### config.mk
export PLATFORM = sky130hd
export DESIGN_NAME = fraction_arithmetic_unit_top
export DESIGN_NICKNAME = d
export VERILOG_FILES = /design/src/design/fau_pkg.sv /design/src/design/fraction_arithmetic_unit_top.sv
export SDC_FILE = /design/constraint.sdc
export NUM_CORES = 2
export LEC_CHECK = 0
export ABC_AREA = 1
export ABC_CLOCK_PERIOD_IN_PS = 18500
export BUFFER_PORTS_ARGS = -buffer_cell sky130_fd_sc_hd__buf_2
export CORE_MARGIN = 10
export CORE_UTILIZATION = 30
export CTS_BUF_LIST = sky130_fd_sc_hd__clkbuf_16
export DETAILED_ROUTE_END_ITERATION = 8
export GPL_TIMING_DRIVEN = 0
export PLACE_DENSITY = 0.53
export SYNTH_ARGS = -nofsm -noshare
export SYNTH_HDL_FRONTEND = slang
export SYNTH_SLANG_ARGS = --single-unit
### constraint.sdc
create_clock -name clk -period 18.5 [get_ports clk]
set_input_delay 3.7 -clock clk [delete_from_list [all_inputs] [get_ports clk]]
set_output_delay 3.7 -clock clk [all_outputs]
set_load 0.01 [all_outputs]
### src/design/fau_pkg.sv
package fau_pkg;

    // field widths of the request and response words
    localparam int FUNC_W = 2;
    localparam int OPND_W = 16;
    localparam int NUM_W  = 32;
    localparam int DEN_W  = 30;
    localparam int STAT_W = 2;

    // operation codes
    localparam logic [FUNC_W-1:0] FN_ADD = 2'd0;
    localparam logic [FUNC_W-1:0] FN_SUB = 2'd1;
    localparam logic [FUNC_W-1:0] FN_MUL = 2'd2;
    localparam logic [FUNC_W-1:0] FN_DIV = 2'd3;

    // status codes
    localparam logic [STAT_W-1:0] ST_OK       = 2'd0;
    localparam logic [STAT_W-1:0] ST_DIV_ZERO = 2'd1;
    localparam logic [STAT_W-1:0] ST_ZERO_DEN = 2'd2;

    typedef struct packed {
        logic        [FUNC_W-1:0] func;
        logic signed [OPND_W-1:0] a_num;
        logic signed [OPND_W-1:0] a_den;
        logic signed [OPND_W-1:0] b_num;
        logic signed [OPND_W-1:0] b_den;
    } req_t;

    typedef struct packed {
        logic signed [NUM_W-1:0]  res_num;
        logic        [DEN_W-1:0]  res_den;
        logic        [STAT_W-1:0] status;
    } rsp_t;

endpackage

### src/design/fraction_arithmetic_unit_top.sv
// Fraction arithmetic unit: adds, subtracts, multiplies or divides two
// fractions and returns the result reduced to lowest terms with a positive
// denominator (zero comes out as 0/1).
// Request channel: req carries func and both fractions; a word is taken on a
// rising edge with req_valid high and req_stall low. req_stall is high while
// an item is being worked on, so one item is in flight at a time.
// Response channel: rsp carries res_num, res_den and status; it is held in an
// output register while rsp_stall is high, and the next request is accepted
// while that word waits. The unit only waits before writing a new result if
// the previous one has still not been taken.
// Work: decode and cross products on the one shared multiplier, then each
// Euclidean step and each of the two final divisions, all on one shared
// bit-serial divider (one quotient bit a cycle). Zero denominators and
// division by a zero fraction skip straight from decode to the result. The
// time an item takes is set by the number of GCD steps.
// Reset: clears the sequencer and the response valid; no result is pending.
module fraction_arithmetic_unit_top #(
    parameter int OPERAND_WIDTH = 16
) (
    input  logic          clk,
    input  logic          rst_n,
    input  logic          req_valid,
    output logic          req_stall,
    input  fau_pkg::req_t req,
    output logic          rsp_valid,
    input  logic          rsp_stall,
    output fau_pkg::rsp_t rsp
);
    import fau_pkg::*;

    localparam int W  = OPERAND_WIDTH;
    localparam int PW = 2 * W + 2;   // product and numerator accumulator
    localparam int MW = 2 * W;       // magnitudes handled by the divider
    localparam int CW = $clog2(MW + 1);
    localparam int XW = 64;

    localparam logic [3:0] S_IDLE = 4'd0;
    localparam logic [3:0] S_LOAD = 4'd1;
    localparam logic [3:0] S_MUL0 = 4'd2;
    localparam logic [3:0] S_MUL1 = 4'd3;
    localparam logic [3:0] S_MUL2 = 4'd4;
    localparam logic [3:0] S_SIGN = 4'd5;
    localparam logic [3:0] S_GCHK = 4'd6;
    localparam logic [3:0] S_GDIV = 4'd7;
    localparam logic [3:0] S_QN   = 4'd8;
    localparam logic [3:0] S_QD   = 4'd9;
    localparam logic [3:0] S_DONE = 4'd10;

    // control state
    logic [3:0]        state_reg, state_next;
    logic [CW-1:0]     div_cnt_reg, div_cnt_next;
    logic              out_valid_reg, out_valid_next;

    // payload state
    req_t              req_reg;
    logic signed [W:0] an_reg, ad_reg, bn_reg, bd_reg;
    logic signed [W:0] an_next, ad_next, bn_next, bd_next;
    logic signed [PW-1:0] prod_reg, n_reg, n_next;
    logic              neg_reg, neg_next;
    logic [STAT_W-1:0] st_reg, st_next;
    logic [MW-1:0]     mag_reg, mag_next, den_reg, den_next;
    logic [MW-1:0]     p_reg, p_next, q_reg, q_next, qn_reg, qn_next;
    logic [MW-1:0]     div_rem_reg, div_rem_next;
    logic [MW-1:0]     div_quo_reg, div_quo_next;
    logic [MW-1:0]     div_dvs_reg, div_dvs_next;
    rsp_t              out_reg, out_next;

    // operand decode
    logic [W+OPND_W-1:0] ext_an, ext_ad, ext_bn, ext_bd;
    logic signed [W:0]   san, sad, sbn, sbd;

    // shared multiplier
    logic signed [W:0]    mul_x, mul_y;
    logic signed [PW-1:0] mul_prod;

    // divider step
    logic [MW:0]   div_sh, div_diff;
    logic          div_ge;
    logic          div_start;
    logic [MW-1:0] div_a, div_b;

    // sign handling and result formatting
    logic signed [PW-1:0] n_abs, d_abs;
    logic signed [MW:0]   num_s;
    logic signed [XW-1:0] num_x;
    logic [XW-1:0]        den_x;

    assign req_stall = (state_reg != S_IDLE);
    assign rsp_valid = out_valid_reg;
    assign rsp       = out_reg;

    // operands read as OPERAND_WIDTH-bit two's complement, one spare bit
    assign ext_an = {{W{1'b0}}, req_reg.a_num};
    assign ext_ad = {{W{1'b0}}, req_reg.a_den};
    assign ext_bn = {{W{1'b0}}, req_reg.b_num};
    assign ext_bd = {{W{1'b0}}, req_reg.b_den};
    assign san = {ext_an[W-1], ext_an[W-1:0]};
    assign sad = {ext_ad[W-1], ext_ad[W-1:0]};
    assign sbn = {ext_bn[W-1], ext_bn[W-1:0]};
    assign sbd = {ext_bd[W-1], ext_bd[W-1:0]};

    // cross product select
    always_comb
    begin
        mul_x = an_reg;
        mul_y = bd_reg;
        unique case (state_reg)
            S_MUL0:
            begin
                mul_x = an_reg;
                mul_y = (req_reg.func == FN_MUL) ? bn_reg : bd_reg;
            end
            S_MUL1:
            begin
                mul_x = bn_reg;
                mul_y = ad_reg;
            end
            S_MUL2:
            begin
                mul_x = ad_reg;
                mul_y = (req_reg.func == FN_DIV) ? bn_reg : bd_reg;
            end
            default:
            begin
                mul_x = an_reg;
                mul_y = bd_reg;
            end
        endcase
    end

    assign mul_prod = PW'(mul_x) * PW'(mul_y);

    // restoring divider, one quotient bit a cycle
    assign div_sh   = {div_rem_reg, div_quo_reg[MW-1]};
    assign div_diff = div_sh - {1'b0, div_dvs_reg};
    assign div_ge   = !div_diff[MW];

    // magnitudes of numerator and denominator
    assign n_abs = n_reg[PW-1] ? -n_reg : n_reg;
    assign d_abs = prod_reg[PW-1] ? -prod_reg : prod_reg;

    // signed numerator and wrap to the response fields
    assign num_s = neg_reg ? -$signed({1'b0, qn_reg}) : $signed({1'b0, qn_reg});
    assign num_x = XW'(num_s);
    assign den_x = XW'(div_quo_reg);

    // sequencer
    always_comb
    begin
        state_next     = state_reg;
        out_valid_next = out_valid_reg;
        out_next       = out_reg;
        an_next        = an_reg;
        ad_next        = ad_reg;
        bn_next        = bn_reg;
        bd_next        = bd_reg;
        n_next         = n_reg;
        neg_next       = neg_reg;
        st_next        = st_reg;
        mag_next       = mag_reg;
        den_next       = den_reg;
        p_next         = p_reg;
        q_next         = q_reg;
        qn_next        = qn_reg;
        div_start      = 1'b0;
        div_a          = p_reg;
        div_b          = q_reg;

        // response taken
        if (out_valid_reg && !rsp_stall)
        begin
            out_valid_next = 1'b0;
        end

        unique case (state_reg)
            S_IDLE:
            begin
                if (req_valid)
                begin
                    state_next = S_LOAD;
                end
            end
            S_LOAD:
            begin
                an_next  = sad[W] ? -san : san;
                ad_next  = sad[W] ? -sad : sad;
                bn_next  = sbd[W] ? -sbn : sbn;
                bd_next  = sbd[W] ? -sbd : sbd;
                neg_next = 1'b0;
                qn_next  = '0;
                if (sad == '0 || sbd == '0)
                begin
                    st_next    = ST_ZERO_DEN;
                    state_next = S_DONE;
                end
                else if (req_reg.func == FN_DIV && sbn == '0)
                begin
                    st_next    = ST_DIV_ZERO;
                    state_next = S_DONE;
                end
                else
                begin
                    st_next    = ST_OK;
                    state_next = S_MUL0;
                end
            end
            S_MUL0:
            begin
                state_next = S_MUL1;
            end
            S_MUL1:
            begin
                n_next     = prod_reg;
                state_next = S_MUL2;
            end
            S_MUL2:
            begin
                if (req_reg.func == FN_ADD)
                begin
                    n_next = n_reg + prod_reg;
                end
                else if (req_reg.func == FN_SUB)
                begin
                    n_next = n_reg - prod_reg;
                end
                state_next = S_SIGN;
            end
            S_SIGN:
            begin
                // prod_reg holds the denominator here
                neg_next   = n_reg[PW-1] ^ prod_reg[PW-1];
                mag_next   = n_abs[MW-1:0];
                den_next   = d_abs[MW-1:0];
                p_next     = n_abs[MW-1:0];
                q_next     = d_abs[MW-1:0];
                state_next = S_GCHK;
            end
            S_GCHK:
            begin
                div_start = 1'b1;
                if (q_reg == '0)
                begin
                    // p_reg is the gcd
                    div_a      = mag_reg;
                    div_b      = p_reg;
                    state_next = S_QN;
                end
                else
                begin
                    div_a      = p_reg;
                    div_b      = q_reg;
                    state_next = S_GDIV;
                end
            end
            S_GDIV:
            begin
                if (div_cnt_reg == '0)
                begin
                    p_next     = q_reg;
                    q_next     = div_rem_reg;
                    state_next = S_GCHK;
                end
            end
            S_QN:
            begin
                if (div_cnt_reg == '0)
                begin
                    qn_next    = div_quo_reg;
                    div_start  = 1'b1;
                    div_a      = den_reg;
                    div_b      = p_reg;
                    state_next = S_QD;
                end
            end
            S_QD:
            begin
                if (div_cnt_reg == '0)
                begin
                    state_next = S_DONE;
                end
            end
            S_DONE:
            begin
                if (!out_valid_reg || !rsp_stall)
                begin
                    out_valid_next = 1'b1;
                    out_next.status = st_reg;
                    if (st_reg == ST_OK)
                    begin
                        out_next.res_num = num_x[NUM_W-1:0];
                        out_next.res_den = den_x[DEN_W-1:0];
                    end
                    else
                    begin
                        out_next.res_num = '0;
                        out_next.res_den = DEN_W'(1);
                    end
                    state_next = S_IDLE;
                end
            end
            default:
            begin
                state_next = S_IDLE;
            end
        endcase
    end

    // divider next state
    always_comb
    begin
        div_rem_next = div_rem_reg;
        div_quo_next = div_quo_reg;
        div_dvs_next = div_dvs_reg;
        div_cnt_next = div_cnt_reg;
        if (div_start)
        begin
            div_rem_next = '0;
            div_quo_next = div_a;
            div_dvs_next = div_b;
            div_cnt_next = CW'(MW);
        end
        else if (div_cnt_reg != '0)
        begin
            div_rem_next = div_ge ? div_diff[MW-1:0] : div_sh[MW-1:0];
            div_quo_next = {div_quo_reg[MW-2:0], div_ge};
            div_cnt_next = div_cnt_reg - CW'(1);
        end
    end

    // control registers
    always_ff @(posedge clk or negedge rst_n)
    begin
        if (!rst_n)
        begin
            state_reg     <= S_IDLE;
            div_cnt_reg   <= '0;
            out_valid_reg <= 1'b0;
        end
        else
        begin
            state_reg     <= state_next;
            div_cnt_reg   <= div_cnt_next;
            out_valid_reg <= out_valid_next;
        end
    end

    // datapath registers
    always_ff @(posedge clk)
    begin
        if (state_reg == S_IDLE && req_valid)
        begin
            req_reg <= req;
        end
        an_reg      <= an_next;
        ad_reg      <= ad_next;
        bn_reg      <= bn_next;
        bd_reg      <= bd_next;
        prod_reg    <= mul_prod;
        n_reg       <= n_next;
        neg_reg     <= neg_next;
        st_reg      <= st_next;
        mag_reg     <= mag_next;
        den_reg     <= den_next;
        p_reg       <= p_next;
        q_reg       <= q_next;
        qn_reg      <= qn_next;
        div_rem_reg <= div_rem_next;
        div_quo_reg <= div_quo_next;
        div_dvs_reg <= div_dvs_next;
        out_reg     <= out_next;
    end

    // an accepted word always goes to operand decode
    a_accept_load: assert property (@(posedge clk) disable iff (!rst_n)
        (req_valid && !req_stall) |=> (state_reg == S_LOAD))
        else $error("accepted word did not start decode");

    // the divider never runs with a zero divisor
    a_div_nonzero: assert property (@(posedge clk) disable iff (!rst_n)
        ((state_reg == S_GDIV || state_reg == S_QN || state_reg == S_QD)
            && div_cnt_reg != '0) |-> (div_dvs_reg != '0))
        else $error("divider running with zero divisor");

    // a finished remainder is below its divisor
    a_rem_below: assert property (@(posedge clk) disable iff (!rst_n)
        (state_reg == S_GDIV && div_cnt_reg == '0) |-> (div_rem_reg < div_dvs_reg))
        else $error("gcd remainder not below divisor");

    // error results read as 0/1
    a_err_zero: assert property (@(posedge clk) disable iff (!rst_n)
        (out_valid_reg && out_reg.status != ST_OK)
            |-> (out_reg.res_num == '0 && out_reg.res_den == DEN_W'(1)))
        else $error("error result not 0/1");

endmodule

* After elaboration in Yosys (flattened, before gate mapping)
Cells that the tools add are included.
** Cells by class
- Multiply operators :: 1
- Add/subtract/negate cells :: 11
- Reduce and logical (&&, ||, !) cells :: 28
- Bitwise logic cells :: 1
- Equality and inequality tests :: 19
- Multiplexer cells :: 47
** Operator list (count)
- 32-bit 2-to-1 mux :: 13
- 32-bit case mux with 2 select lines :: 5
- 32-bit negation :: 3
- 17-bit 2-to-1 mux :: 4
- 34-bit 2-to-1 mux :: 2
- 16-bit negation with 17-bit output :: 4
- 34-bit case mux with 2 select lines :: 1
- 17-bit zero test :: 3
- 17-bit case mux with 3 select lines :: 1
- 4-bit case mux with 11 select lines :: 1
- 34-bit adder :: 1
- 17-bit by 17-bit multiplier with 34-bit output :: 1
- 17-bit case mux with 2 select lines :: 1
- 34-bit subtractor :: 1
- 33-bit by 32-bit subtractor with 33-bit output :: 1
- 32-bit zero test :: 1
- 4-bit 2-to-1 mux :: 8
- 15-bit 2-to-1 mux :: 2
- 4-bit by 3-bit == test with 1-bit output, second input constant :: 4
- 4-bit == test, second input constant :: 3
- 6-bit 2-to-1 mux :: 2
- 2-bit != test, second input constant :: 5
- 2-bit nonzero test :: 5
- 4-bit by 2-bit == test with 1-bit output, second input constant :: 2
- 18 further kinds :: 33
** Storage, ports and cells
- Output and inout port bits :: 66
- Bits in registers :: 536
- Input port bits :: 70

* Logic depth before layout (Yosys ltp)
- Depth in word-level cells :: 5
- Depth in mapped cells :: 33

* Least setup slack after synthesis
OpenSTA, ideal clock, no wires.
- Kind :: input-to-reg
- From :: input port rsp_stall
- To :: register out_reg (netlist bit rsp[0]), enable pin
- Data required time :: 18013 ps
- Stages :: 3
- Buffers on the path :: 0
- Data arrival time :: 6491 ps
- Path slack :: 11522 ps
- Cell sequence :: nand2_1 -> inv_1 -> nor2_1
** Between the ends
- Word-level cells in the longest chain between the ends :: 3
** Ends and longest elaborated chain
- start, declared :: line fraction_arithmetic_unit_top.sv:26 : input logic rsp_stall,
- 1-bit zero test :: line fraction_arithmetic_unit_top.sv:284 : if (!out_valid_reg || !rsp_stall)
- 1-bit logical OR :: line fraction_arithmetic_unit_top.sv:284
- 2-bit AND reduction (no line)
- end signal, assigned :: line fraction_arithmetic_unit_top.sv:370 : out_reg <= out_next;
- end, declared :: line fraction_arithmetic_unit_top.sv:66 : rsp_t out_reg, out_next;
No other way between the ends.
A chain may end at the register's enable or synchronous reset.

* Worst setup path in the final report
- From :: register state_reg[2]
- To :: register prod_reg[26]
** Between the ends
- Word-level cells in the longest chain between the ends :: 3
- Elaborated cells on any way between the ends :: 6
- Those cells by class :: 1 x mul; 3 x eq/ne; 2 x mux
** Ends and longest elaborated chain
- start, declared :: line fraction_arithmetic_unit_top.sv:50 : logic [3:0] state_reg, state_next;
- start signal, assigned :: line fraction_arithmetic_unit_top.sv:341 : state_reg <= state_next;
- 4-bit by 3-bit == test with 1-bit output or 4-bit by 2-bit == test with 1-bit output (tied branches) :: line fraction_arithmetic_unit_top.sv:107 : unique case (state_reg)
- 17-bit case mux with 3 select lines or 17-bit case mux with 2 select lines (tied branches) :: line fraction_arithmetic_unit_top.sv:107
- 17-bit by 17-bit multiplier with 34-bit output * :: line fraction_arithmetic_unit_top.sv:131 : assign mul_prod = PW'(mul_x) * PW'(mul_y);
- via mul_prod[26] :: line fraction_arithmetic_unit_top.sv:74 : logic signed [PW-1:0] mul_prod;
- end signal, assigned :: line fraction_arithmetic_unit_top.sv:358 : prod_reg <= mul_prod;
- end, declared :: line fraction_arithmetic_unit_top.sv:58 : logic signed [PW-1:0] prod_reg, n_reg, n_next;
Mark *: on every way through the listed nets, which the timed path passes. The rest lies on a longest branch.

==> results.md <==
- Crit path max fanout: 10
- CTS tree: yes
- Inserted Clock Buffers: 57
- Die W: 389.4 um
- Outcome: finished with violations
- Row count: 135
- Gr usage total: 17.32%
- Critical path data required time: 18,990 ps
- Post-CTS Setup Bufs: 0
- Mapped Nets: 5,434
- Yosys cell types: 59
- Syn. warnings: 0
- Pre-antenna DRT Iters: 6
- Failing checks: max-capacitance violations
- Via density: 4.850
- Avg WL per Cell: 19.31 um
- Slew Viols, Final: 0
- Clock skew: 118.6 ps
- Worst-margin pin slew: 1484 ps
- WS Path Type: reg2reg
- Core area: 135,500 um^2
- RSZ-0062 raised after global routing: no
- Ports: 136
- First-pass GRT wire length: 204.8 mm
- Fmax achieved: 119.9 MHz
- Worst Setup Start Kind: register
- FILL cells: 14.26k
- Root buffer cell: clkbuf_16
- Number of port buffers: 135
- Initial antenna violation count: 0
- Via count: 33.67k
- Max-slew headroom: 1.095%
- GR Overflow Total: 0
- WL final: 134.0 mm
- # DRC: 0
- Sequential fraction of the synthesis area: 37.58%
- Layout Nets: 5,641
- Final Setup Violations: 0
- Hold bufs inserted after CTS: 0
- Antenna Violating Nets Remaining: 0
- Area of the die: 151,600 um^2
- Post-synthesis register bit count: 536
- DP HPWL: 111.1 mm
- Min Clock Period, post-route: 8340 ps
- Number of DRC markers in iteration 0: 2,718
- Maximum clock insertion buffer count: 3
- Commonest non-fill, non-tap cell in the layout: nand2_1
- Most frequent cells in the layout: nand2_1 (1,024), inv_1 (891), nor2_1 (557)
- Initial Util: 30.21%
- Synth-to-Final Area Change: 12.70%
- GP Congestion: 0.9404
- Period utilization: 45.08%
- Syn Area/Cell: 8.345 um^2
- Max reg flops: 64
- Htree depth: 2
- Min-Delay Path Class: reg2reg
- Post_cts resized: 0
- Endpoint class of the critical path: register
- Die extent in y: 389.4 um
- Worst skew pair latency: 710 ps
- Fraction of registers with async set/reset: 2.052%
- Clock Pin Slew Worst Setup and Hold Paths: 60 ps
- CTS sink cnt: 536
- Max-cap violations: 1
- Setup tns final: 0 ps
- ANT cells: 0
- Mapped cell area: 40,930 um^2
- Layout cells sized above 1: 6.433%
- WP data arrival: 8830 ps
- Post-synth EDFFs: 459
- Final Hold Viols: 0
- Vias in the first global route: 34.02k
- Synth Instances: 4,905
- Post-synth top flop: edfxtp_1
- Largest net degree at the start of global routing: 38
-- cell usage after synthesis, types with 6 or more instances --
cell type	n	area [um^2]
a21boi_0	6	45.04
a21o_1	10	75.07
a21oi_1	159	795.8
a221oi_4	6	157.7
a22oi_1	8	60.06
a31oi_1	46	287.8
and2_1	8	50.05
buf_2	19	95.09
buf_4	8	60.06
clkbuf_1	106	397.9
clkinv_1	7	26.28
dfrtp_1	11	275.3
dfxtp_1	66	1321
edfxtp_1	459	13780
fa_1	298	5966
ha_1	161	2014
inv_1	883	3314
inv_2	13	48.80
nand2_1	1025	3847
nand3_1	343	1717
nand3b_1	15	112.6
nand4_1	49	306.5
nor2_1	561	2106
nor3_1	57	285.3
nor4_1	12	75.07
o211ai_1	9	67.56
o21a_1	13	97.59
o21ai_0	312	1562
o21bai_1	13	97.59
or2_2	13	81.33
xnor2_1	45	394.1
xor2_1	113	989.7
-- layer usage --
metal / share of wire [%] / track usage (%)
met1: 43 / 22.30
met2: 48 / 30.26
met3: 5.2 / 1.982
met4: 3.1 / 5.271
met5: 0 / 0
-- path summary, 6_finish.rpt --
kind                              start              to  slack, ps  cells past startpoint
setup / recovery           state_reg[2]    prod_reg[26]      10160                     27
hold / removal                st_reg[0]          rsp[0]        450                      0
setup reg to reg           state_reg[2]    prod_reg[26]      10160                     27
hold reg to reg               st_reg[0]          rsp[0]        450                      0
max in group asynchronous         rst_n  div_cnt_reg[3]      15300                      1
min in group asynchronous         rst_n  div_cnt_reg[2]       2890                      1
-- cell type report --
type | count | area, um^2 | area share, %
clock buffer | 58 | 1451 | 3.146
tap | 1781 | 2228 | 4.831
clock inverter | 50 | 484.2 | 1.050
timing repair buffer | 148 | 965.9 | 2.094
sequential | 536 | 15380 | 33.34
inverter | 905 | 3402 | 7.375
multi-input combinational | 3326 | 21620 | 46.87
buffer | 138 | 595.6 | 1.291
-- critical path, cell delays in order, from the launching register on --
cell and delay, ps:
dfrtp_1 430, nor2_1 110, inv_2 170, nor2_4 110, inv_1 80, buf_2 270
o22ai_1 150, a21oi_1 1130, inv_1 480, nand2_1 240, fa_1 410, inv_1 80
fa_1 460, fa_1 670, fa_1 470, fa_1 540, inv_1 50, fa_1 540
inv_1 40, ha_1 350, nand2_1 120, inv_1 80, nand2_1 70, nor3_1 470
nand4_1 200, nand3_1 240, a21oi_1 110, xnor2_1 140
-- kinds of logic (layout without fill, tap and decap cells) --
kind of cell,Yosys count,in the layout,synth area share (%)
compound gates,613,613,8.562
xor+xnor,158,158,3.381
fa+ha+maj,459,459,19.50
buf+inv,1043,1299,9.764
flops,536,536,37.58
mux,1,1,0.02446
simple gates,2095,2095,21.20
-- stage by stage --
step	std cells	setup WS (ps)	cell area, um^2	util [%]	hold slack (ps)
4_1_cts	6942	10410	46130	34.05	454.6
6_report	6942	10160	46130	34.05	452.0
3_5_place_dp	6834	10450	44190	32.62	438.8
2_1_floorplan	4905	11520	40930	-	426.4
3_3_place_gp	6821	8734	43830	32.36	433.0
5_1_grt	6942	9872	46130	34.05	471.0
Power is left out: the tool's default activity adds up to more than one toggle a clock period on the data nets, which glitch-free logic cannot reach.
